[config.mk]
export PLATFORM = sky130hd
export DESIGN_NAME = temp_sensor_poll_alarm
export DESIGN_NICKNAME = d
export VERILOG_FILES = /design/src/design/tspa_pkg.sv /design/src/design/tspa_regs.sv /design/src/design/tspa_alarm.sv /design/src/design/temp_sensor_poll_alarm.sv
export SDC_FILE = /design/constraint.sdc
export NUM_CORES = 1
export LEC_CHECK = 0
export ABC_AREA = 1
export ABC_CLOCK_PERIOD_IN_PS = 7700
export CORE_ASPECT_RATIO = 1.75
export CORE_MARGIN = 2
export CORE_UTILIZATION = 55
export CTS_CLUSTER_DIAMETER = 200
export DETAILED_ROUTE_END_ITERATION = 10
export DONT_BUFFER_PORTS = 1
export GPL_ROUTABILITY_DRIVEN = 0
export PLACE_DENSITY = 0.7
export SLEW_MARGIN = 20
export SYNTH_ARGS = -nofsm -noshare
export SYNTH_HDL_FRONTEND = slang
export SYNTH_SLANG_ARGS = --single-unit
[constraint.sdc]
create_clock -name aclk -period 7.7 [get_ports aclk]
set_clock_uncertainty 0.05 [all_clocks]
set_input_delay 1.54 -clock aclk [delete_from_list [all_inputs] [get_ports aclk]]
set_output_delay 1.54 -clock aclk [all_outputs]
set_load 0.02 [all_outputs]
[src/design/tspa_pkg.sv]
`timescale 1ns / 1ps

package tspa_pkg;

    // Sequencer phases, also the code carried on the result channel
    typedef enum logic [2:0] {
        PH_POLL      = 3'd0,
        PH_CONVERT   = 3'd1,
        PH_WAIT_CONV = 3'd2,
        PH_READ      = 3'd3,
        PH_WAIT_NEXT = 3'd4
    } phase_t;

    // Which bus response an item used
    typedef enum logic [1:0] {
        ACT_NONE     = 2'd0,
        ACT_PRESENCE = 2'd1,
        ACT_CONVERT  = 2'd2,
        ACT_READING  = 2'd3
    } action_t;

    // Register indexes (byte address is 4 * index)
    localparam logic [2:0] REG_SETPOINT_A   = 3'd0;
    localparam logic [2:0] REG_SETPOINT_B   = 3'd1;
    localparam logic [2:0] REG_HYSTERESIS   = 3'd2;
    localparam logic [2:0] REG_WAIT_MS      = 3'd3;
    localparam logic [2:0] REG_MAX_FAILURES = 3'd4;

    localparam int unsigned ADDR_W = 5;

    localparam logic [15:0] TEMP_UNKNOWN     = 16'hFFFF;
    localparam logic [15:0] BAD_READ_A       = 16'hFF81; // -127
    localparam logic [15:0] BAD_READ_B       = 16'd850;
    localparam logic [7:0]  FAIL_COUNT_MAX   = 8'hFF;
    localparam logic [31:0] WAIT_MS_RESET    = 32'd1000;
    localparam logic [7:0]  MAX_FAILS_RESET  = 8'd3;

    typedef struct packed {
        logic [15:0] setpoint_a;
        logic [15:0] setpoint_b;
        logic [15:0] hysteresis;
        logic [31:0] wait_ms;
        logic [7:0]  fail_limit;
    } cfg_t;

    // Input item, last field in the lowest bits
    typedef struct packed {
        logic signed [15:0] raw_reading;
        logic               request_ok;
        logic               sensors_present;
        logic [31:0]        now_ms;
    } item_t;

    // Result item, last field in the lowest bits
    typedef struct packed {
        logic        sensor_lost;
        logic        lost_event;
        logic        fell_below_b;
        logic        rose_above_b;
        logic        fell_below_a;
        logic        rose_above_a;
        action_t     bus_action;
        phase_t      phase;
        logic [15:0] temperature;
    } result_t;

    localparam int unsigned IN_BITS  = $bits(item_t);
    localparam int unsigned IN_W     = ((IN_BITS + 7) / 8) * 8;
    localparam int unsigned OUT_BITS = $bits(result_t);
    localparam int unsigned OUT_W    = ((OUT_BITS + 7) / 8) * 8;

    // Outcome of one setpoint check
    typedef struct packed {
        logic flag;
        logic rise;
        logic fall;
    } alarm_t;

endpackage

[src/design/tspa_regs.sv]
`timescale 1ns / 1ps

module tspa_regs
    import tspa_pkg::*;
(
    input  logic              aclk,
    input  logic              aresetn,
    input  logic              psel,
    input  logic              penable,
    input  logic              pwrite,
    input  logic [ADDR_W-1:0] paddr,
    input  logic [31:0]       pwdata,
    output logic [31:0]       prdata,
    output logic              pready,
    output cfg_t              cfg
);

    cfg_t       cfg_reg;
    logic       wr_en;
    logic [2:0] reg_idx;

    assign pready  = 1'b1;
    assign wr_en   = psel & penable & pwrite;
    assign reg_idx = paddr[ADDR_W-1:2];
    assign cfg     = cfg_reg;

    always_ff @(posedge aclk) begin
        if (!aresetn) begin
            cfg_reg.setpoint_a <= '0;
            cfg_reg.setpoint_b <= '0;
            cfg_reg.hysteresis <= '0;
            cfg_reg.wait_ms    <= WAIT_MS_RESET;
            cfg_reg.fail_limit <= MAX_FAILS_RESET;
        end else if (wr_en) begin
            unique case (reg_idx)
                REG_SETPOINT_A:   cfg_reg.setpoint_a <= pwdata[15:0];
                REG_SETPOINT_B:   cfg_reg.setpoint_b <= pwdata[15:0];
                REG_HYSTERESIS:   cfg_reg.hysteresis <= pwdata[15:0];
                REG_WAIT_MS:      cfg_reg.wait_ms    <= pwdata;
                REG_MAX_FAILURES: cfg_reg.fail_limit <= pwdata[7:0];
                default: ;
            endcase
        end
    end

    always_comb begin
        unique case (reg_idx)
            REG_SETPOINT_A:   prdata = {16'd0, cfg_reg.setpoint_a};
            REG_SETPOINT_B:   prdata = {16'd0, cfg_reg.setpoint_b};
            REG_HYSTERESIS:   prdata = {16'd0, cfg_reg.hysteresis};
            REG_WAIT_MS:      prdata = cfg_reg.wait_ms;
            REG_MAX_FAILURES: prdata = {24'd0, cfg_reg.fail_limit};
            default:          prdata = '0;
        endcase
    end

endmodule

[src/design/tspa_alarm.sv]
`timescale 1ns / 1ps

module tspa_alarm
    import tspa_pkg::*;
(
    input  logic [15:0] temperature,
    input  logic [15:0] setpoint,
    input  logic [15:0] hysteresis,
    input  logic        flag,
    output alarm_t      result
);

    logic signed [17:0] low_mark;
    logic signed [17:0] temp_s;

    // setpoint - hysteresis may go negative; then nothing falls below it
    assign low_mark = $signed({2'b00, setpoint}) - $signed({2'b00, hysteresis});
    assign temp_s   = $signed({2'b00, temperature});

    always_comb begin
        result.flag = flag;
        result.rise = 1'b0;
        result.fall = 1'b0;
        if (!flag && (temperature > setpoint)) begin
            result.flag = 1'b1;
            result.rise = 1'b1;
        end else if (flag && (temp_s < low_mark)) begin
            result.flag = 1'b0;
            result.fall = 1'b1;
        end
    end

endmodule

[src/design/temp_sensor_poll_alarm.sv]
`timescale 1ns / 1ps
// Polling thermostat alarm. Each item on the s_ channel is one tick of the
// sensor sequencer (poll, convert, wait conversion, read, wait next) with
// the millisecond time and the bus responses for that tick. Every item
// gives exactly one result on the m_ channel: held temperature, phase
// after the tick, which response was used, the four setpoint pulses and
// the lost event and level.
// An item taken at one clock edge is in the input register; its result is
// loaded into the output register as soon as the output slot is free.
// Throughput is one item per cycle while m_tready is high: all work for a
// tick (a constant scaling by 25/4, a 32-bit elapsed time compare and two
// setpoint checks) is one pass of logic.
// Stalls: while m_tready is low with a result held, one more item can sit
// in the input register; s_tready drops only when both are full.
// Reset (aresetn low at a clock edge) empties both registers, returns the
// sequencer to poll with temperature 0xFFFF, and loads the register
// defaults (wait 1000 ms, three failures, setpoints and hysteresis zero).
// Configuration goes through the APB port while no item is in flight.
module temp_sensor_poll_alarm
    import tspa_pkg::*;
(
    input  logic              aclk,
    input  logic              aresetn,
    // APB configuration
    input  logic              psel,
    input  logic              penable,
    input  logic              pwrite,
    input  logic [ADDR_W-1:0] paddr,
    input  logic [31:0]       pwdata,
    output logic [31:0]       prdata,
    output logic              pready,
    // tick input
    input  logic              s_tvalid,
    output logic              s_tready,
    // [31:0] now_ms, [32] sensors_present, [33] request_ok,
    // [49:34] raw_reading, [55:50] zero
    input  logic [IN_W-1:0]   s_tdata,
    // result output
    output logic              m_tvalid,
    input  logic              m_tready,
    // [15:0] temperature, [18:16] phase, [20:19] bus_action,
    // [21] rose_above_a, [22] fell_below_a, [23] rose_above_b,
    // [24] fell_below_b, [25] lost_event, [26] sensor_lost, [31:27] zero
    output logic [OUT_W-1:0]  m_tdata
);

    cfg_t cfg;

    tspa_regs u_regs (
        .aclk    (aclk),
        .aresetn (aresetn),
        .psel    (psel),
        .penable (penable),
        .pwrite  (pwrite),
        .paddr   (paddr),
        .pwdata  (pwdata),
        .prdata  (prdata),
        .pready  (pready),
        .cfg     (cfg)
    );

    // ---------------- input register ----------------
    logic    in_valid_reg;
    item_t   in_item_reg;
    logic    out_valid_reg;
    result_t out_item_reg;
    logic    advance;

    // the tick in the input register moves on when the output slot is free
    assign advance  = in_valid_reg && (!out_valid_reg || m_tready);
    assign s_tready = !in_valid_reg || advance;

    always_ff @(posedge aclk) begin
        if (!aresetn) begin
            in_valid_reg <= 1'b0;
        end else if (s_tready) begin
            in_valid_reg <= s_tvalid;
        end
    end

    always_ff @(posedge aclk) begin
        if (s_tvalid && s_tready) begin
            in_item_reg <= item_t'(s_tdata[IN_BITS-1:0]);
        end
    end

    // ---------------- sequencer state ----------------
    phase_t      phase_reg, phase_next;
    logic [31:0] mark_reg, mark_next;
    logic [15:0] temp_reg, temp_next;
    logic [7:0]  fail_reg, fail_next;
    logic        above_a_reg, above_a_next;
    logic        above_b_reg, above_b_next;
    logic        lost_reg, lost_next;

    // ---------------- tick datapath ----------------
    logic               waited;
    logic               read_ok;
    logic signed [20:0] product;
    logic signed [20:0] biased;
    logic [15:0]        centi;
    logic [7:0]         fail_inc;
    logic               declare_lost;
    logic               fail_now;
    action_t            action;
    logic               ev_lost;
    alarm_t             alarm_a, alarm_b;
    result_t            result;

    assign waited = (in_item_reg.now_ms - mark_reg) >= cfg.wait_ms;

    assign read_ok = (in_item_reg.raw_reading != BAD_READ_A)
                  && (in_item_reg.raw_reading != BAD_READ_B);

    // raw * 25 / 4, truncated toward zero: add 3 before the shift when negative
    assign product = $signed({{5{in_item_reg.raw_reading[15]}}, in_item_reg.raw_reading})
                   * 21'sd25;
    assign biased  = product[20] ? (product + 21'sd3) : product;
    assign centi   = biased[17:2];

    assign fail_inc     = (fail_reg == FAIL_COUNT_MAX) ? FAIL_COUNT_MAX : fail_reg + 8'd1;
    assign declare_lost = (fail_inc >= cfg.fail_limit) && !lost_reg;

    tspa_alarm u_alarm_a (
        .temperature (centi),
        .setpoint    (cfg.setpoint_a),
        .hysteresis  (cfg.hysteresis),
        .flag        (above_a_reg),
        .result      (alarm_a)
    );

    tspa_alarm u_alarm_b (
        .temperature (centi),
        .setpoint    (cfg.setpoint_b),
        .hysteresis  (cfg.hysteresis),
        .flag        (above_b_reg),
        .result      (alarm_b)
    );

    // next phase
    always_comb begin
        unique case (phase_reg)
            PH_POLL:      phase_next = in_item_reg.sensors_present ? PH_CONVERT : PH_WAIT_NEXT;
            PH_CONVERT:   phase_next = in_item_reg.request_ok ? PH_WAIT_CONV : PH_WAIT_NEXT;
            PH_WAIT_CONV: phase_next = waited ? PH_READ : PH_WAIT_CONV;
            PH_READ:      phase_next = PH_WAIT_NEXT;
            PH_WAIT_NEXT: phase_next = waited ? PH_POLL : PH_WAIT_NEXT;
            default:      phase_next = PH_POLL;
        endcase
    end

    // per-phase actions
    always_comb begin
        action       = ACT_NONE;
        fail_now     = 1'b0;
        mark_next    = mark_reg;
        temp_next    = temp_reg;
        fail_next    = fail_reg;
        above_a_next = above_a_reg;
        above_b_next = above_b_reg;
        lost_next    = lost_reg;
        ev_lost      = 1'b0;
        result.rose_above_a = 1'b0;
        result.fell_below_a = 1'b0;
        result.rose_above_b = 1'b0;
        result.fell_below_b = 1'b0;

        unique case (phase_reg)
            PH_POLL: begin
                action = ACT_PRESENCE;
                if (!in_item_reg.sensors_present) begin
                    fail_now  = 1'b1;
                    mark_next = in_item_reg.now_ms;
                end
            end
            PH_CONVERT: begin
                action    = ACT_CONVERT;
                fail_now  = !in_item_reg.request_ok;
                mark_next = in_item_reg.now_ms;
            end
            PH_READ: begin
                action    = ACT_READING;
                mark_next = in_item_reg.now_ms;
                if (read_ok) begin
                    temp_next    = centi;
                    fail_next    = '0;
                    lost_next    = 1'b0;
                    above_a_next = alarm_a.flag;
                    above_b_next = alarm_b.flag;
                    result.rose_above_a = alarm_a.rise;
                    result.fell_below_a = alarm_a.fall;
                    result.rose_above_b = alarm_b.rise;
                    result.fell_below_b = alarm_b.fall;
                end else begin
                    fail_now = 1'b1;
                end
            end
            default: ;
        endcase

        if (fail_now) begin
            fail_next = fail_inc;
            if (declare_lost) begin
                lost_next = 1'b1;
                temp_next = TEMP_UNKNOWN;
                ev_lost   = 1'b1;
            end
        end

        result.temperature = temp_next;
        result.phase       = phase_next;
        result.bus_action  = action;
        result.lost_event  = ev_lost;
        result.sensor_lost = lost_next;
    end

    always_ff @(posedge aclk) begin
        if (!aresetn) begin
            phase_reg   <= PH_POLL;
            mark_reg    <= '0;
            temp_reg    <= TEMP_UNKNOWN;
            fail_reg    <= '0;
            above_a_reg <= 1'b0;
            above_b_reg <= 1'b0;
            lost_reg    <= 1'b0;
        end else if (advance) begin
            phase_reg   <= phase_next;
            mark_reg    <= mark_next;
            temp_reg    <= temp_next;
            fail_reg    <= fail_next;
            above_a_reg <= above_a_next;
            above_b_reg <= above_b_next;
            lost_reg    <= lost_next;
        end
    end

    // ---------------- output register ----------------
    always_ff @(posedge aclk) begin
        if (!aresetn) begin
            out_valid_reg <= 1'b0;
        end else if (!out_valid_reg || m_tready) begin
            out_valid_reg <= in_valid_reg;
        end
    end

    always_ff @(posedge aclk) begin
        if (advance) begin
            out_item_reg <= result;
        end
    end

    assign m_tvalid = out_valid_reg;
    assign m_tdata  = {{(OUT_W - OUT_BITS){1'b0}}, out_item_reg};

endmodule
==> results.md <==
* Final Util at 59.3%
* Critical path class: register to register
* CP peak stage delay at 0.50 ns
* Synth top area cells: dfxtp_1, ha_1, edfxtp_1, a21oi_1, inv_1
* Detail Route Antenna Nets at 0
* Post-synth top flop: dfxtp_1
* Worst hold-check path type: register to register
* Outcome: finished, final reports clean
* Yosys top cell area share at between 10% and 20%
* Cells on Worst Hold Path at 2
* Antenna cells at 0
* Hold_buf cts at 0
* Netlist cell types at 56
* Fmax at about 170 MHz
* Setup TNS at 0 ns
* Yosys reg bits at about 230
* Kind of start point of the critical path: register
* Vias at 13400
* Synth cell count leaders: inv_1, a21oi_1, nand2_1
* Switching share of power at between 30% and 40%
* Syn avg cell area at around 8.0 um^2
* Layout cell share with drive strength beyond 1 at between 3 and 4%
* Setup ws final at 1.84 ns
* Dpl hpwl at between 30000 and 40000 um
* Async set-reset flop share out of synthesis at 0%
* Initial antenna violation count at 1
* Cell leakage power at between 0.007 and 0.008 uW
* Worst Reg-to-Reg Cells at 28
* Via/cell ratio at roughly 5.7
* Num CTS Buffers at 23
* Critical path capture point type: register
* Clock power frac at between 20% and 30%
* Core Rows at 82
* PortBufs at 0
* Final Setup Violations at 0
* Slew headroom at approximately 28%
* Core box area at about 29000 um^2
* VDD IR max at about 0.21 mV
* Mapped Area at about 16000 um^2
* First-pass GRT wire length at roughly 65000 um
* Initial DRC count at approximately 760
* Clock buffer depth at 3
* Critical path's slowest cell: edfxtp_1
* Net Sw Power at 1550 uW
* Most common cell in the synthesized netlist: inv_1
* Dpl ws at roughly 2 ns
* P per Cell Area at 241 nW/um^2
* Fin nets at about 2300
* Area grow syn2layout at 6.53%
* Max reg flops at about 90
* Fin crit share at between 70% and 80%
* Sequential share of power at between 30% and 40%
* Worst Path Required at slightly above 8 ns
* Fill cells at ~2700
* Final count of pins violating max slew at 0
* Delay-heaviest family, CP: adder cells
* Clock-pin slew on the worst setup and hold paths at roughly 0.070 ns
* Post-cts sizing count at 0
* Mapped Cells at 1991
* Sequential element share of the synthesized area at about a third
* Die X at between 100 and 150 um
* Drt first pass iters at 5
* Post CTS Setup Buffer Count at 0
* Largest area contributor in the netlist: dfxtp_1
* Largest net degree at the start of global routing at approximately 120
* TritonCTS clock tree: done
* Cell Int Power at roughly 2500 uW
* GRT Total Usage at a little over a quarter
* Power Total at roughly 4000 uW
* Htree depth at 1
* Starting Density at a little under three fifths
* Tightest Pin Transition at 1.08 ns
* Part of the power in combinational logic at between 30% and 40%
* Top Ports at between 150 and 200
* Top cell by count, worst path: nand2_1
* RSZ-0062 raised after global routing: false
* Aggregate global routing overflow at 0
* Arr. time, crit path at 6.28 ns
* Wirelength per Cell at between 15 and 20 um
* Chip height at roughly 230 um
* Final hold vios at 0
* Post-Route WL at about 41000 um
* Drc violations at 0
* Clock insertion delay at the later pin of the skew report at between 0.5 and 0.6 ns
* Synth Warn # at 0
* Vias in the first global route at roughly 13000
* Clk sinks at 229
* Minimum clock period at slightly below 6 ns
* CTS root buf: clkbuf_16
* Number of synthesized flops with an enable pin at between 70 and 80
* Total die area at approximately 30000 um^2
* Crit Path Max Fanout at 6
* Total stage count of the critical path at 28
* Buf/Inv on CP at 5
* Max cap viols at 0
==> final timing paths <==
path / end / slack [ns] / startpoint
max: above_a_reg / 1.84 / in_item_reg[36]
min: mark_reg[10] / 0.40 / mark_reg[10]
max reg2reg: above_a_reg / 1.84 / in_item_reg[36]
min reg2reg: mark_reg[10] / 0.40 / mark_reg[10]
==> final cells by class <==
cell class	count	area [um^2]	area share, %
Tap cell	378	473	2.80
Timing Repair Buffer	6	45.0	0.266
Clock buffer	32	659	3.90
Inverter	307	1150	6.82
Sequential cell	229	5360	31.6
Multi-Input combinational cell	1401	9150	54.1
Clock inverter	9	80.1	0.473
==> metrics by stage <==
stage                     hold WS (ns)  instances  instance area, um^2
after floorplan                  0.383       1995                15900
after global placement           0.389       2321                16200
after detailed placement         0.397       2321                16200
after CTS                        0.406       2362                16900
after global routing             0.425       2362                16900
final                            0.403       2362                16900
==> routing by layer <==
layer | part of all wire (%) | track usage [%]
met5 | 0 | 0
met4 | 8.2 | 20.1
met3 | 4.3 | 3.28
met2 | 51 | 49.7
met1 | 36 | 27.7
==> logic make-up after synthesis <==
family                     Yosys count  share of synthesized area (%)
AOI/OAI and AO/OA                  567                           19.7
xor gates and xnor gates            84                           4.89
adders and majority gates          242                           19.9
buffers and inverters              365                           8.78
DFF                                229                           33.7
other                                2                         0.0473
and+or+nand+nor                    502                           13.0
==> cell usage in the layout (no fill, tap or decap), types with 5 or more instances in the layout <==
cell type / n
nand4_1: 14
nor3_1: 28
o221ai_1: 7
xor2_1: 56
a31oi_1: 5
a211oi_1: 6
o21ai_1: 12
o22ai_1: 15
o211ai_1: 13
nand3_1: 49
nor2_1: 110
o2111ai_1: 5
ha_1: 225
xnor2_1: 24
inv_1: 302
buf_4: 6
edfxtp_1: 77
o21a_1: 5
clkbuf_8: 5
a221oi_1: 6
o21ai_0: 165
dfxtp_1: 152
a21oi_1: 288
conb_1: 6
fa_1: 17
o21bai_1: 7
clkbuf_16: 23
nand2_1: 281
==> tightest hold or removal path, cell delays in order (launching register included) <==
cell	delay (ns)
dfxtp_1	0.29
inv_1	0.06
a21oi_1	0.06
==> power by group through the flow <==
stage | combinational (uW) | clock (uW) | sequential [uW]
after floorplan | 1210 | 0 | 1360
after global placement | 1550 | 0 | 1370
after detailed placement | 1600 | 0 | 1370
after CTS | 1610 | 1140 | 1350
after global routing | 1840 | 1190 | 1350
final | 1620 | 1110 | 1350
Power figures use the tool's default switching activity.
